### src/ptagl_pkg.sv
package ptagl_pkg;

   localparam int MAX_STEPS = 256;
   localparam int STEP_W = $clog2(MAX_STEPS + 1);
   localparam int CORNER_W = 64;
   localparam int NUM_CORNERS = 4;
   localparam int IDX_W = 2;

   localparam logic [IDX_W-1:0] REG_BL = 2'd0;
   localparam logic [IDX_W-1:0] REG_BR = 2'd1;
   localparam logic [IDX_W-1:0] REG_TL = 2'd2;
   localparam logic [IDX_W-1:0] REG_TR = 2'd3;

   localparam logic [1:0] ST_FOUND    = 2'd0;
   localparam logic [1:0] ST_ROW_END  = 2'd1;
   localparam logic [1:0] ST_NO_ROW   = 2'd2;

   // numerators and divisors of the grid steps fit in 18 signed bits
   localparam int NUM_W = 18;
   localparam int DIV_W = 18;

   typedef enum logic [3:0] {
      S_IDLE,
      S_ROW_TEST,
      S_DIV_SPX,
      S_DIV_SPY,
      S_DIV_EPX,
      S_DIV_EPY,
      S_ROW_ADV,
      S_PT_TEST,
      S_DIV_PX,
      S_PT_ADV,
      S_DONE
   } state_type;

   typedef struct packed {
      logic start;
      logic signed [NUM_W-1:0] num;
      logic signed [DIV_W-1:0] den;
   } div_req_type;

   typedef struct packed {
      logic busy;
      logic done;
      logic signed [NUM_W-1:0] quot;
   } div_rsp_type;

   function automatic logic [10:0] sat11(input logic signed [17:0] v);
      logic [10:0] r;
      if (v > 18'sd1023) r = 11'h3FF;
      else if (v < -18'sd1024) r = 11'h400;
      else r = v[10:0];
      return r;
   endfunction

endpackage

### src/ptagl_div.sv
module ptagl_div (
   input  logic clock,
   input  logic reset,
   input  ptagl_pkg::div_req_type req,
   output ptagl_pkg::div_rsp_type rsp
);
   import ptagl_pkg::*;

   localparam int CNT_W = $clog2(NUM_W + 1);

   logic busy_ff, busy_in;
   logic done_ff, done_in;
   logic [CNT_W-1:0] cnt_ff, cnt_in;
   logic [NUM_W-1:0] q_ff, q_in;
   logic [NUM_W:0] rem_ff, rem_in;
   logic [DIV_W-1:0] dmag_ff, dmag_in;
   logic neg_ff, neg_in;
   logic [NUM_W:0] trial;
   logic [NUM_W-1:0] nmag;

   always_ff @(posedge clock) begin
      if (reset) begin
         busy_ff <= 1'b0;
         done_ff <= 1'b0;
      end else begin
         busy_ff <= busy_in;
         done_ff <= done_in;
      end
      cnt_ff  <= cnt_in;
      q_ff    <= q_in;
      rem_ff  <= rem_in;
      dmag_ff <= dmag_in;
      neg_ff  <= neg_in;
   end

   // restoring division on magnitudes, one quotient bit per cycle
   always_comb begin
      busy_in = busy_ff;
      done_in = 1'b0;
      cnt_in  = cnt_ff;
      q_in    = q_ff;
      rem_in  = rem_ff;
      dmag_in = dmag_ff;
      neg_in  = neg_ff;
      nmag    = req.num[NUM_W-1] ? NUM_W'(-req.num) : NUM_W'(req.num);
      trial   = {rem_ff[NUM_W-1:0], q_ff[NUM_W-1]} - {1'b0, dmag_ff};
      if (req.start) begin
         busy_in = 1'b1;
         cnt_in  = CNT_W'(NUM_W);
         q_in    = nmag;
         rem_in  = '0;
         dmag_in = req.den[DIV_W-1] ? DIV_W'(-req.den) : DIV_W'(req.den);
         neg_in  = req.num[NUM_W-1] ^ req.den[DIV_W-1];
      end else if (busy_ff) begin
         if (!trial[NUM_W]) begin
            rem_in = trial;
            q_in   = {q_ff[NUM_W-2:0], 1'b1};
         end else begin
            rem_in = {rem_ff[NUM_W-1:0], q_ff[NUM_W-1]};
            q_in   = {q_ff[NUM_W-2:0], 1'b0};
         end
         cnt_in = cnt_ff - 1'b1;
         if (cnt_ff == CNT_W'(1)) begin
            busy_in = 1'b0;
            done_in = 1'b1;
         end
      end
   end

   assign rsp.busy = busy_ff;
   assign rsp.done = done_ff;
   assign rsp.quot = neg_ff ? -$signed(q_ff) : $signed(q_ff);

endmodule

### src/pixel_to_arm_grid_locator.sv
// channel  | ports                                   | direction
// request  | start, busy, req_coin_pixel_x/_y        | in (busy out)
// result   | rsp_valid, rsp_status, rsp_arm_x/_y     | out
// config   | csr_write, csr_index, csr_data          | in
//
// each row step does four divisions on the shared serial divider, each point
// step does one. busy is high from the accepting edge until the result strobe.
// reset clears the corners and control state. results cannot stall.
module pixel_to_arm_grid_locator (
   input  logic clock,
   input  logic reset,
   input  logic start,
   output logic busy,
   input  logic [11:0] req_coin_pixel_x,
   input  logic [11:0] req_coin_pixel_y,
   output logic rsp_valid,
   output logic [1:0] rsp_status,
   output logic signed [10:0] rsp_arm_x,
   output logic signed [10:0] rsp_arm_y,
   input  logic csr_write,
   input  logic [1:0] csr_index,
   input  logic [ptagl_pkg::CORNER_W-1:0] csr_data
);
   import ptagl_pkg::*;

   typedef logic signed [NUM_W-1:0] v_type;

   logic [CORNER_W-1:0] corner_ff [NUM_CORNERS];
   state_type state_ff, state_in;
   logic [11:0] cx_ff, cx_in, cy_ff, cy_in;
   v_type spx_ff, spx_in, spy_ff, spy_in, say_ff, say_in;
   v_type epx_ff, epx_in, epy_ff, epy_in, eay_ff, eay_in;
   v_type px_ff, px_in, ax_ff, ax_in;
   logic [STEP_W-1:0] cnt_ff, cnt_in;
   logic valid_ff, valid_in;
   logic [1:0] stat_ff, stat_in;
   logic [10:0] ox_ff, ox_in, oy_ff, oy_in;
   div_req_type dreq;
   div_rsp_type drsp;

   v_type bl_px, bl_py, bl_ax, bl_ay, br_px, br_py, br_ax, br_ay;
   v_type tl_px, tl_py, tl_ay, tr_px, tr_py, tr_ay;

   always_comb begin
      bl_px = v_type'(corner_ff[REG_BL][15:0]);
      bl_py = v_type'(corner_ff[REG_BL][31:16]);
      bl_ax = v_type'($signed(corner_ff[REG_BL][47:32]));
      bl_ay = v_type'($signed(corner_ff[REG_BL][63:48]));
      br_px = v_type'(corner_ff[REG_BR][15:0]);
      br_py = v_type'(corner_ff[REG_BR][31:16]);
      br_ax = v_type'($signed(corner_ff[REG_BR][47:32]));
      br_ay = v_type'($signed(corner_ff[REG_BR][63:48]));
      tl_px = v_type'(corner_ff[REG_TL][15:0]);
      tl_py = v_type'(corner_ff[REG_TL][31:16]);
      tl_ay = v_type'($signed(corner_ff[REG_TL][63:48]));
      tr_px = v_type'(corner_ff[REG_TR][15:0]);
      tr_py = v_type'(corner_ff[REG_TR][31:16]);
      tr_ay = v_type'($signed(corner_ff[REG_TR][63:48]));
   end

   ptagl_div u_div (
      .clock(clock),
      .reset(reset),
      .req(dreq),
      .rsp(drsp)
   );

   always_ff @(posedge clock) begin
      if (reset) begin
         state_ff <= S_IDLE;
         valid_ff <= 1'b0;
         for (int i = 0; i < NUM_CORNERS; i++) corner_ff[i] <= '0;
      end else begin
         state_ff <= state_in;
         valid_ff <= valid_in;
         if (csr_write) corner_ff[csr_index] <= csr_data;
      end
      cx_ff <= cx_in;   cy_ff <= cy_in;
      spx_ff <= spx_in; spy_ff <= spy_in; say_ff <= say_in;
      epx_ff <= epx_in; epy_ff <= epy_in; eay_ff <= eay_in;
      px_ff <= px_in;   ax_ff <= ax_in;   cnt_ff <= cnt_in;
      stat_ff <= stat_in; ox_ff <= ox_in; oy_ff <= oy_in;
   end

   always_comb begin
      state_in = state_ff;
      cx_in = cx_ff;   cy_in = cy_ff;
      spx_in = spx_ff; spy_in = spy_ff; say_in = say_ff;
      epx_in = epx_ff; epy_in = epy_ff; eay_in = eay_ff;
      px_in = px_ff;   ax_in = ax_ff;   cnt_in = cnt_ff;
      stat_in = stat_ff; ox_in = ox_ff; oy_in = oy_ff;
      valid_in = 1'b0;
      dreq = '0;
      case (state_ff)
         S_IDLE: begin
            if (start) begin
               cx_in = req_coin_pixel_x;
               cy_in = req_coin_pixel_y;
               spx_in = bl_px; spy_in = bl_py; say_in = bl_ay;
               epx_in = br_px; epy_in = br_py; eay_in = br_ay;
               cnt_in = STEP_W'(1);
               state_in = S_ROW_TEST;
            end
         end
         S_ROW_TEST: begin
            stat_in = ST_NO_ROW; ox_in = '0; oy_in = '0;
            if (v_type'(cy_ff) <= spy_ff) begin
               stat_in = ST_ROW_END;
               if (say_ff != eay_ff) begin
                  state_in = S_DONE;
               end else begin
                  px_in = spx_ff; ax_in = bl_ax; cnt_in = STEP_W'(1);
                  state_in = S_PT_TEST;
               end
            end else if (cnt_ff >= STEP_W'(MAX_STEPS) ||
                         !(say_ff < tl_ay && eay_ff < tr_ay)) begin
               state_in = S_DONE;
            end else begin
               dreq.start = 1'b1; dreq.num = tl_px - spx_ff; dreq.den = tl_ay - say_ff;
               state_in = S_DIV_SPX;
            end
         end
         S_DIV_SPX: if (drsp.done) begin
            spx_in = spx_ff + drsp.quot;
            dreq.start = 1'b1; dreq.num = tl_py - spy_ff; dreq.den = tl_ay - say_ff;
            state_in = S_DIV_SPY;
         end
         S_DIV_SPY: if (drsp.done) begin
            spy_in = spy_ff + drsp.quot;
            dreq.start = 1'b1; dreq.num = tr_px - epx_ff; dreq.den = tr_ay - eay_ff;
            state_in = S_DIV_EPX;
         end
         S_DIV_EPX: if (drsp.done) begin
            epx_in = epx_ff + drsp.quot;
            dreq.start = 1'b1; dreq.num = tr_py - epy_ff; dreq.den = tr_ay - eay_ff;
            state_in = S_DIV_EPY;
         end
         S_DIV_EPY: if (drsp.done) begin
            epy_in = epy_ff + drsp.quot;
            state_in = S_ROW_ADV;
         end
         S_ROW_ADV: begin
            say_in = say_ff + v_type'(1);
            eay_in = eay_ff + v_type'(1);
            cnt_in = cnt_ff + 1'b1;
            state_in = S_ROW_TEST;
         end
         S_PT_TEST: begin
            if (v_type'(cx_ff) <= px_ff) begin
               stat_in = ST_FOUND;
               ox_in = sat11(ax_ff);
               oy_in = sat11(say_ff);
               state_in = S_DONE;
            end else if (cnt_ff >= STEP_W'(MAX_STEPS) || !(ax_ff < br_ax)) begin
               state_in = S_DONE;
            end else begin
               dreq.start = 1'b1; dreq.num = br_px - px_ff; dreq.den = br_ax - ax_ff;
               state_in = S_DIV_PX;
            end
         end
         S_DIV_PX: if (drsp.done) begin
            px_in = px_ff + drsp.quot;
            state_in = S_PT_ADV;
         end
         S_PT_ADV: begin
            ax_in = ax_ff + v_type'(1);
            cnt_in = cnt_ff + 1'b1;
            state_in = S_PT_TEST;
         end
         S_DONE: begin
            valid_in = 1'b1;
            state_in = S_IDLE;
         end
         default: state_in = S_IDLE;
      endcase
   end

   assign busy = (state_ff != S_IDLE);
   assign rsp_valid = valid_ff;
   assign rsp_status = stat_ff;
   assign rsp_arm_x = ox_ff;
   assign rsp_arm_y = oy_ff;

endmodule

### config.mk
export PLATFORM = sky130hd
export DESIGN_NAME = pixel_to_arm_grid_locator
export DESIGN_NICKNAME = d
export VERILOG_FILES = /design/src/ptagl_pkg.sv /design/src/ptagl_div.sv /design/src/pixel_to_arm_grid_locator.sv
export SDC_FILE = /design/constraint.sdc
export NUM_CORES = 1
export LEC_CHECK = 0
export BUFFER_PORTS_ARGS = -buffer_cell sky130_fd_sc_hd__buf_2
export CAP_MARGIN = 20
export CELL_PAD_IN_SITES_DETAIL_PLACEMENT = 1
export CELL_PAD_IN_SITES_GLOBAL_PLACEMENT = 1
export CORE_ASPECT_RATIO = 1.75
export CORE_MARGIN = 4
export CORE_UTILIZATION = 50
export DETAILED_ROUTE_END_ITERATION = 16
export GPL_ROUTABILITY_DRIVEN = 1
export GPL_TIMING_DRIVEN = 0
export HOLD_SLACK_MARGIN = 0.08
export MAX_ROUTING_LAYER = met4
export PLACE_DENSITY_LB_ADDON = 0.1
export SYNTH_ARGS = -nofsm -noshare
export SYNTH_HDL_FRONTEND = slang
export SYNTH_HIERARCHICAL = 1
export SYNTH_SLANG_ARGS = --single-unit
### constraint.sdc
create_clock -name clock -period 7.31 [get_ports clock]
set_clock_uncertainty 0.15 [all_clocks]
set_input_delay 0.3655 -clock clock [delete_from_list [all_inputs] [get_ports clock]]
set_output_delay 0.3655 -clock clock [all_outputs]
set_load 0.03 [all_outputs]
=== Yosys cells after proc, flatten, opt, wreduce, memory -nomap -nowiden ===
Memory sizes are Yosys's and may differ from the RTL's.
Cells that the tools add are included.
W data, S select, Z words.

* Flip-flop bits (word level): 268
* Latch bits: 0
* RAM bits: 256
* Memory bits (read-only): 0
* Output and inout bits: 26
* Memories kept: 1

* $add $sub $neg: 22
* Multipliers: 0
* Divide/modulo/power cells: 0
* Magnitude comparators: 10
* Equal/unequal tests: 21
* Shift-type cells: 0
* Multiplexer cells: 78
* Bitwise gates (word level): 2
* Reduce and logical (&&, ||, !) cells: 31

{| class="wikitable"
|+ Memories
! memory !! words !! width !! rd ports !! clocked after memory_dff !! wr ports !! line !! text
|-
| corner_ff || 4 || 64 || 4 || 0 || 4 || pixel_to_arm_grid_locator.sv:28 || <nowiki>logic [CORNER_W-1:0] corner_ff [NUM_CORNERS];</nowiki>
|}

{| class="wikitable"
|+ Operators with widths
! operator !! number
|-
| $mux W18 || 20
|-
| $pmux W18 S2 || 8
|-
| $mux W37 || 7
|-
| $pmux W37 S5 || 1
|-
| $add A18 B18 Y18 || 5
|-
| $sub A17 B18 Y18 || 5
|-
| $mux W11 || 6
|-
| $mux W64 || 1
|-
| $reduce_or A64 Y1 || 1
|-
| $add A18 B2 Y18 const B || 3
|-
| $lt A18 B16 Y1 || 3
|-
| $neg A18 Y18 || 3
|-
| $sub A16 B18 Y18 || 3
|-
| $pmux W11 S2 || 2
|-
| $pmux W4 S10 || 1
|-
| $gt A18 B11 Y1 const B || 2
|-
| $le A13 B18 Y1 || 2
|-
| $lt A18 B11 Y1 const B || 2
|-
| $mux W4 || 9
|-
| $mux W9 || 3
|-
| $pmux W9 S3 || 1
|-
| $sub A19 B18 Y19 || 1
|-
| $ne A18 B18 Y1 || 1
|-
| $reduce_bool A2 Y1 || 9
|-
| 28 further kinds || 65
|}

=== Logic depth before layout (Yosys ltp) ===
Gate-level depths: netlist of the first run.
An unclocked memory read counts as a cell.

* Word-level depth: 11
* Depth in mapped cells: 21
* Depth with buffers taken out: 20

=== Modules after synthesis ===
The synthesis of the first run kept the hierarchy.

{| class="wikitable"
|+ By module, submodules not included
! module !! instances !! cells each !! area each (sq um)
|-
| pixel_to_arm_grid_locator || 1 || 2920 || 29150.5
|-
| ptagl_div || 1 || 498 || 4405.5
|}

=== Worst setup path after synthesis of the first run ===
Ideal clock, no wire load.

* Path kind: reg2reg
* Start point: reg ax_ff[10]
* End point: reg u_div.q_ff[0], enable pin
* Library setup time: 373 ps
* Arrival time: 4591 ps
* Setup slack: 2196 ps
* Stages on the path, launching flop included: 16
* Clock period less this slack: 5114 ps
* Cells stage by stage: edfxtp_1 -> clkinv_1 -> ha_1 -> nand3_1 -> or2_2 -> a21oi_1 -> o21ai_2 -> a41oi_1 -> nand2_1 -> o22ai_1 -> a21oi_1 -> o21ai_0 -> clkbuf_1 -> nor2_1 -> clkbuf_1 -> inv_1

{| class="wikitable"
|+ RTL lines
! what !! line !! text
|-
| start, declared || pixel_to_arm_grid_locator.sv:33 || <nowiki>v_type px_ff, px_in, ax_ff, ax_in;</nowiki>
|-
| start signal, assigned || pixel_to_arm_grid_locator.sv:81 || <nowiki>px_ff <= px_in; ax_ff <= ax_in; cnt_ff <= cnt_in;</nowiki>
|-
| end signal, assigned || ptagl_div.sv:30 || <nowiki>q_ff <= q_in;</nowiki>
|-
| end, declared || ptagl_div.sv:14 || <nowiki>logic [NUM_W-1:0] q_ff, q_in;</nowiki>
|}

==> results.yml, run 1 <==
run_status:
  status: "complete, no violations"
synthesis:
  yosys_warnings: 6
  syn-instance-count: 3417
  syn_avg_cell_area_um2: 9.818
  syn-cell-area_um2: 33550
  syn_nets: 3796
sta:
  rsz0062_at_grt: "no"
  fmax_mhz: 162.8
  finalCritPeriodShare_pct: 84.03
  hold_viol_final: 0
  final_max_slew_viol_count: 0
  finalSetupTns_ns: 0
  relSlewSlack_pct: 15.99
  final-setup-viol-count: 0
  worst_pin_slew_ns: 1.260
  period_needed_ns: 6.143
die:
  start_util_pct: 50.47
  dieArea_um2: 71470
  core-area_um2: 66470
  die-height_um: 350.7
  rows: 125
  io_pins: 120
  die_w_um: 203.8
clocking:
  cts_tree: "done"
  cts_post_setup_buffers_inserted: 0
  cts_buffers: 51
  clk_pin_slew_ns: 0.07
  ctsHoldBuffers: 89
  cts.sinks: 492
  clk_path_buf_depth: 3
  root_buffer: "clkbuf_16"
  postCtsResizedCells: 0
  htreeDepth: 2
  clock_latency_ns: 0.66
worst_setup_path:
  crit_fanout: 10
  r2r_start: "px_ff[7]"
  critPathMaxStageDelay_ns: 0.76
  r2r_slack_ns: 1.17
  slowest_stage: "clkbuf_1"
  crit_top_cell: "a21o_1"
  path_buf_inv: 2
  timing.rr.end: "u_div/q_ff[16]"
  critPathCaptureType: "flop"
  cp.required_ns: 7.50
  reg2regPathDepth: 17
  critPathKind: "reg -> reg"
  crit_arrival_ns: 6.33
  worstPathCellList: "inv_1 > ha_1 > a21o_1 > a211oi_1 > nor2_1 > a2111o_1 > a21o_1 > nand3_2 > clkbuf_1 > o221ai_1 > nor4_1 > nand3_1 > o31ai_1 > nand3b_1 > nand2_1 > xor2_1 > a21oi_1"
  crit_family: "compound AO/OA/AOI/OAI gates"
  cp-startpoint: "px_ff[7]"
  worstSetupStartpointType: "flop"
hold_path:
  holdPathStages: 3
  holdCritStartpoint: "start"
  holdPathEnd: "spx_ff[17]"
  hold_class: "in -> reg"
detailed_routing:
  vias_per_cell: 6.133
  post_drt_wl_per_cell_um: 28.41
  dr_total_vias: 28470
  dr.pass1.iters: 7
  post-route-drc-count: 0
  postRouteAntennaNets: 0
  drt_first_iter_violations: 1678
  wl_um: 131900
global_routing:
  antenna_found_initial: 2
  grt_pass1_vias: 31490
  grt_overflow: 0
  grt_pass1_wl_um: 194300
  grt_start_max_net_pins: 49
  grt_usage_pct: 37.56
placed_design:
  port_buffers: 119
  dp_hpwl_um: 103800
  gp_congestion: 1.014
power:
  power_density_nw_per_um2: 325.5
  vdd_drop_max_uv: 251.3
  leakage_uw: 0.01586
finish:
  fin_nets: 4087
  syn_to_final_growth_pct: 14.97
  drive_gt1_share_pct: 8.507
  utilization_pct: 58.03
flow_run:
  cap_violations: 0
==> metal layers <==
layer  vias up  GRT usage [%]  part of all wire [%]  routed length, um
met2       923          67.20                    52              68400
met3       582          4.679                   4.0               5289
met4         0          35.40                    12              16400
met1     14040          33.72                    32              41840
li1      12930              -                     -                  -
met5         -              -                     0                  0
==> cells in the final DEF, fill, tap and decap left out, drive strengths merged, types with 20 or more instances in the layout <==
| master | count |
|---|---|
| dlygate4sd3 | 89 |
| nand4 | 31 |
| and3 | 33 |
| o21bai | 21 |
| nand2 | 287 |
| clkbuf | 140 |
| nand2b | 57 |
| or3 | 36 |
| inv | 247 |
| ha | 271 |
| xnor2 | 190 |
| a21oi | 208 |
| buf | 160 |
| nor2 | 221 |
| nor2b | 31 |
| nor3 | 65 |
| o21ai | 221 |
| a31oi | 26 |
| o211ai | 27 |
| a211oi | 26 |
| edfxtp | 462 |
| o31ai | 35 |
| xor2 | 124 |
| a21o | 60 |
| and2 | 241 |
| dfxtp | 30 |
| o21a | 35 |
| nand3 | 79 |
| o221ai | 20 |
| clkinv | 24 |
==> worst max-delay path by stage <==
stage / endpoint / slack [ns] / depth (start not counted)
2_1_floorplan: u_div/q_ff[0] / 2.20 / 15
3_3_place_gp: u_div/q_ff[16] / 0.04 / 15
3_5_place_dp: u_div/dmag_ff[15] / 1.02 / 15
4_1_cts: u_div/dmag_ff[15] / 0.95 / 15
5_1_grt: u_div/q_ff[16] / 0.95 / 18
6_report: u_div/q_ff[16] / 1.17 / 17
==> worst reg2reg max path, delay by kind of cell, from the launching register on <==
| kind | cells | cell delay, ns |
|---|---|---|
| and+or+nand+nor | 6 | 1.63 |
| DFF | 1 | 0.39 |
| buffers and inverters | 2 | 0.98 |
| xor gates and xnor gates | 1 | 0.17 |
| AOI/OAI and AO/OA | 7 | 2.22 |
| adders and majority gates | 1 | 0.30 |
==> registers in the layout, summed over array words and instances (netlist names), 11 cells and up <==
| register | flops |
|---|---|
| cy_ff | 12 |
| ax_ff | 18 |
| rsp_arm_y | 11 |
| u_div/dmag_ff | 18 |
| px_ff | 18 |
| spy_ff | 18 |
| eay_ff | 18 |
| epy_ff | 18 |
| cx_ff | 12 |
| say_ff | 18 |
| u_div/rem_ff | 18 |
| spx_ff | 18 |
| u_div/q_ff | 18 |
| rsp_arm_x | 11 |
| corner_ff | 224 |
| epx_ff | 18 |
==> per-stage QoR <==
stage	setup WS [ns]	cell area, um2	power (uW)	cells	hold slack, ns
floorplan	2.196	33550	7601	3417	0.2879
global placement	0.04001	35260	9159	4425	0.3227
detailed placement	1.023	35870	9507	4453	0.3404
CTS	0.9547	38550	12470	4637	0.1439
global route	0.9531	38560	13160	4640	0.1972
finish	1.167	38570	12560	4643	0.1705
==> area by class of cell <==
cell class                      instances  area, um2
Timing Repair Buffer                  238       1927
Multi-Input combinational cell       2585      17960
Tap cell                              889       1112
Sequential cell                       492      14470
Clock inverter                         41      495.5
Inverter                              243      912.1
Clock buffer                           54       1287
Fill cell                            7353      27900
Antenna cell                            4      10.01
Buffer                                 97      395.4
==> report_power, final <==
group / internal [uW] / switching, uW / total, uW
registers: 3700 / 399 / 4100
logic: 2020 / 3550 / 5560
clock network: 1620 / 1270 / 2890
total: 7330 / 5220 / 12600
Power figures use the tool's default switching activity.
==> inputs of run 2 (changes only) <==
==> constraint.sdc (replaced) <==
create_clock -name clock -period 6.2 [get_ports clock]
set_clock_uncertainty 0.15 [all_clocks]
set_input_delay 0.31 -clock clock [delete_from_list [all_inputs] [get_ports clock]]
set_output_delay 0.31 -clock clock [all_outputs]
set_load 0.03 [all_outputs]
==> results.yml, run 2 (synthesized netlist as in run 1, its figures left out) <==
sta:
  period_needed_ns: 5.898
  finalCritPeriodShare_pct: 95.14
  finalSetupTns_ns: 0
  final-setup-viol-count: 0
  rsz0062_at_grt: "no"
  final_max_slew_viol_count: 0
  relSlewSlack_pct: 17.63
  fmax_mhz: 169.5
  worst_pin_slew_ns: 1.236
  hold_viol_final: 0
  hold_ws_ns: 0.1312
placed_design:
  gp_congestion: 1.014
  port_buffers: 119
  dp_hpwl_um: 103800
worst_setup_path:
  critPathCaptureType: "flop"
  worstSetupStartpointType: "flop"
  cp.required_ns: 6.43
  critPathKind: "reg -> reg"
  crit_fanout: 10
  reg2regPathDepth: 17
  crit_arrival_ns: 6.12
power:
  power_density_nw_per_um2: 383.7
  vdd_drop_max_uv: 296.3
  p_sw_share_pct: 41.58
  leakage_uw: 0.01586
  seq_power_share_pct: 32.7
  p_clk_share_pct: 23.0
  p_comb_share_pct: 44.3
  switchingPower_uw: 6155
  p_int_uw: 8648
detailed_routing:
  dr.pass1.iters: 5
  wl_um: 132000
  postRouteAntennaNets: 0
  post-route-drc-count: 0
  drt_first_iter_violations: 1674
  dr_total_vias: 28480
  post_drt_wl_per_cell_um: 28.42
  vias_per_cell: 6.132
global_routing:
  met1_usage_pct: 33.72
  grt_overflow: 0
  busiest_layer: "met2"
  grt_start_max_net_pins: 49
  grtUsageMet3_pct: 4.679
  use_met2_pct: 67.20
  grt_pass1_wl_um: 194300
  grt_usage_pct: 37.56
  grt_pass1_vias: 31490
  antenna_found_initial: 2
clocking:
  cts_buffers: 51
  clk_path_buf_depth: 3
  root_buffer: "clkbuf_16"
  clk_pin_slew_ns: 0.07
  clock_latency_ns: 0.66
  cts_tree: "done"
  htreeDepth: 2
  cts.sinks: 492
  cts_post_setup_buffers_inserted: 0
hold_path:
  holdPathStages: 3
  hold_class: "in -> reg"
finish:
  final_common_cell: "edfxtp_1"
  largest_reg_flops: 224
  fillerInstances: 7350
  syn_to_final_growth_pct: 14.99
  regMostFlops: "corner_ff"
  drive_gt1_share_pct: 8.560
  final_cell_mix: "462 x edfxtp_1, 286 x nand2_1, 271 x ha_1"
  fin_nets: 4087
die:
  io_pins: 120
  rows: 125
  core-area_um2: 66470
  die-height_um: 350.7
  dieArea_um2: 71470
  start_util_pct: 50.47
  die_w_um: 203.8
run_status:
  status: "complete, no violations"
flow_run:
  cap_violations: 0
run 2: final timing paths:
| kind | start | to | slack [ns] |
|---|---|---|---|
| min reg2reg | u_div/rem_ff[4] | u_div/rem_ff[4] | 0.35 |
| min | start | spx_ff[15] | 0.13 |
| max reg2reg | say_ff[11] | u_div/dmag_ff[15] | 0.30 |
| max | say_ff[11] | u_div/dmag_ff[15] | 0.30 |
run 2: metrics by stage:
stage	utilization [%]	instance area, um2	total power (uW)	setup slack (ns)	std cells
2_1_floorplan	-	33550	8962	1.086	3417
3_3_place_gp	53.04	35260	10800	-1.070	4425
3_5_place_dp	53.97	35870	11210	-0.08670	4453
4_1_cts	57.99	38550	14700	0.03308	4637
5_1_grt	58.02	38570	15510	0.01489	4640
6_report	58.03	38580	14800	0.3016	4644
run 2: layout make-up:
class | count | area [um2] | area share [%]
Multi-Input combinational cell | 2585 | 17960 | 46.55
Antenna cell | 5 | 12.51 | 0.03243
Clock buffer | 54 | 1287 | 3.338
Inverter | 243 | 912.1 | 2.365
Buffer | 97 | 396.6 | 1.028
Sequential cell | 492 | 14470 | 37.52
Clock inverter | 41 | 495.5 | 1.284
Tap cell | 889 | 1112 | 2.883
Timing Repair Buffer | 238 | 1927 | 4.995
run 2: critical path, stage by stage, from the launching register on:
cell      delay, ns
edfxtp_1       0.32
clkbuf_1       0.29
inv_1          0.12
ha_1           0.38
nand2_1        0.29
o21ai_0        0.16
a31oi_1        0.42
o21ai_0        0.40
a21oi_2        0.29
a211oi_2       0.14
nor2_2         0.36
buf_6          0.21
o221ai_1       0.24
or4_1          0.62
or3_1          0.38
or3_1          0.44
o31ai_1        0.29
xnor2_1        0.11
run 2: power by group through the flow:
| stage | Sequential (uW) | Combinational [uW] | Clock (uW) |
|---|---|---|---|
| 2_1_floorplan | 4770 | 4200 | 0 |
| 3_3_place_gp | 4880 | 5910 | 0 |
| 3_5_place_dp | 4880 | 6320 | 0 |
| 4_1_cts | 4820 | 6450 | 3430 |
| 5_1_grt | 4880 | 7080 | 3550 |
| 6_report | 4840 | 6560 | 3410 |
run 2: routing by layer:
layer,wire length (um),vias to the layer above,share of wire (%)
met2,68410,918,52
met3,5436,587,4.1
met4,16410,0,12
met1,41720,14050,32
li1,-,12930,-
met5,0,-,0
run 2: repair_timing:
action / in CTS / in global routing
cloned: 0 / 0
endpoints found under the setup margin: 4 / 1
endpoints found under the hold margin: 250 / 0
resized for setup: 1 / 1
pin swaps: 0 / 0
hold buffers: 89 / 0
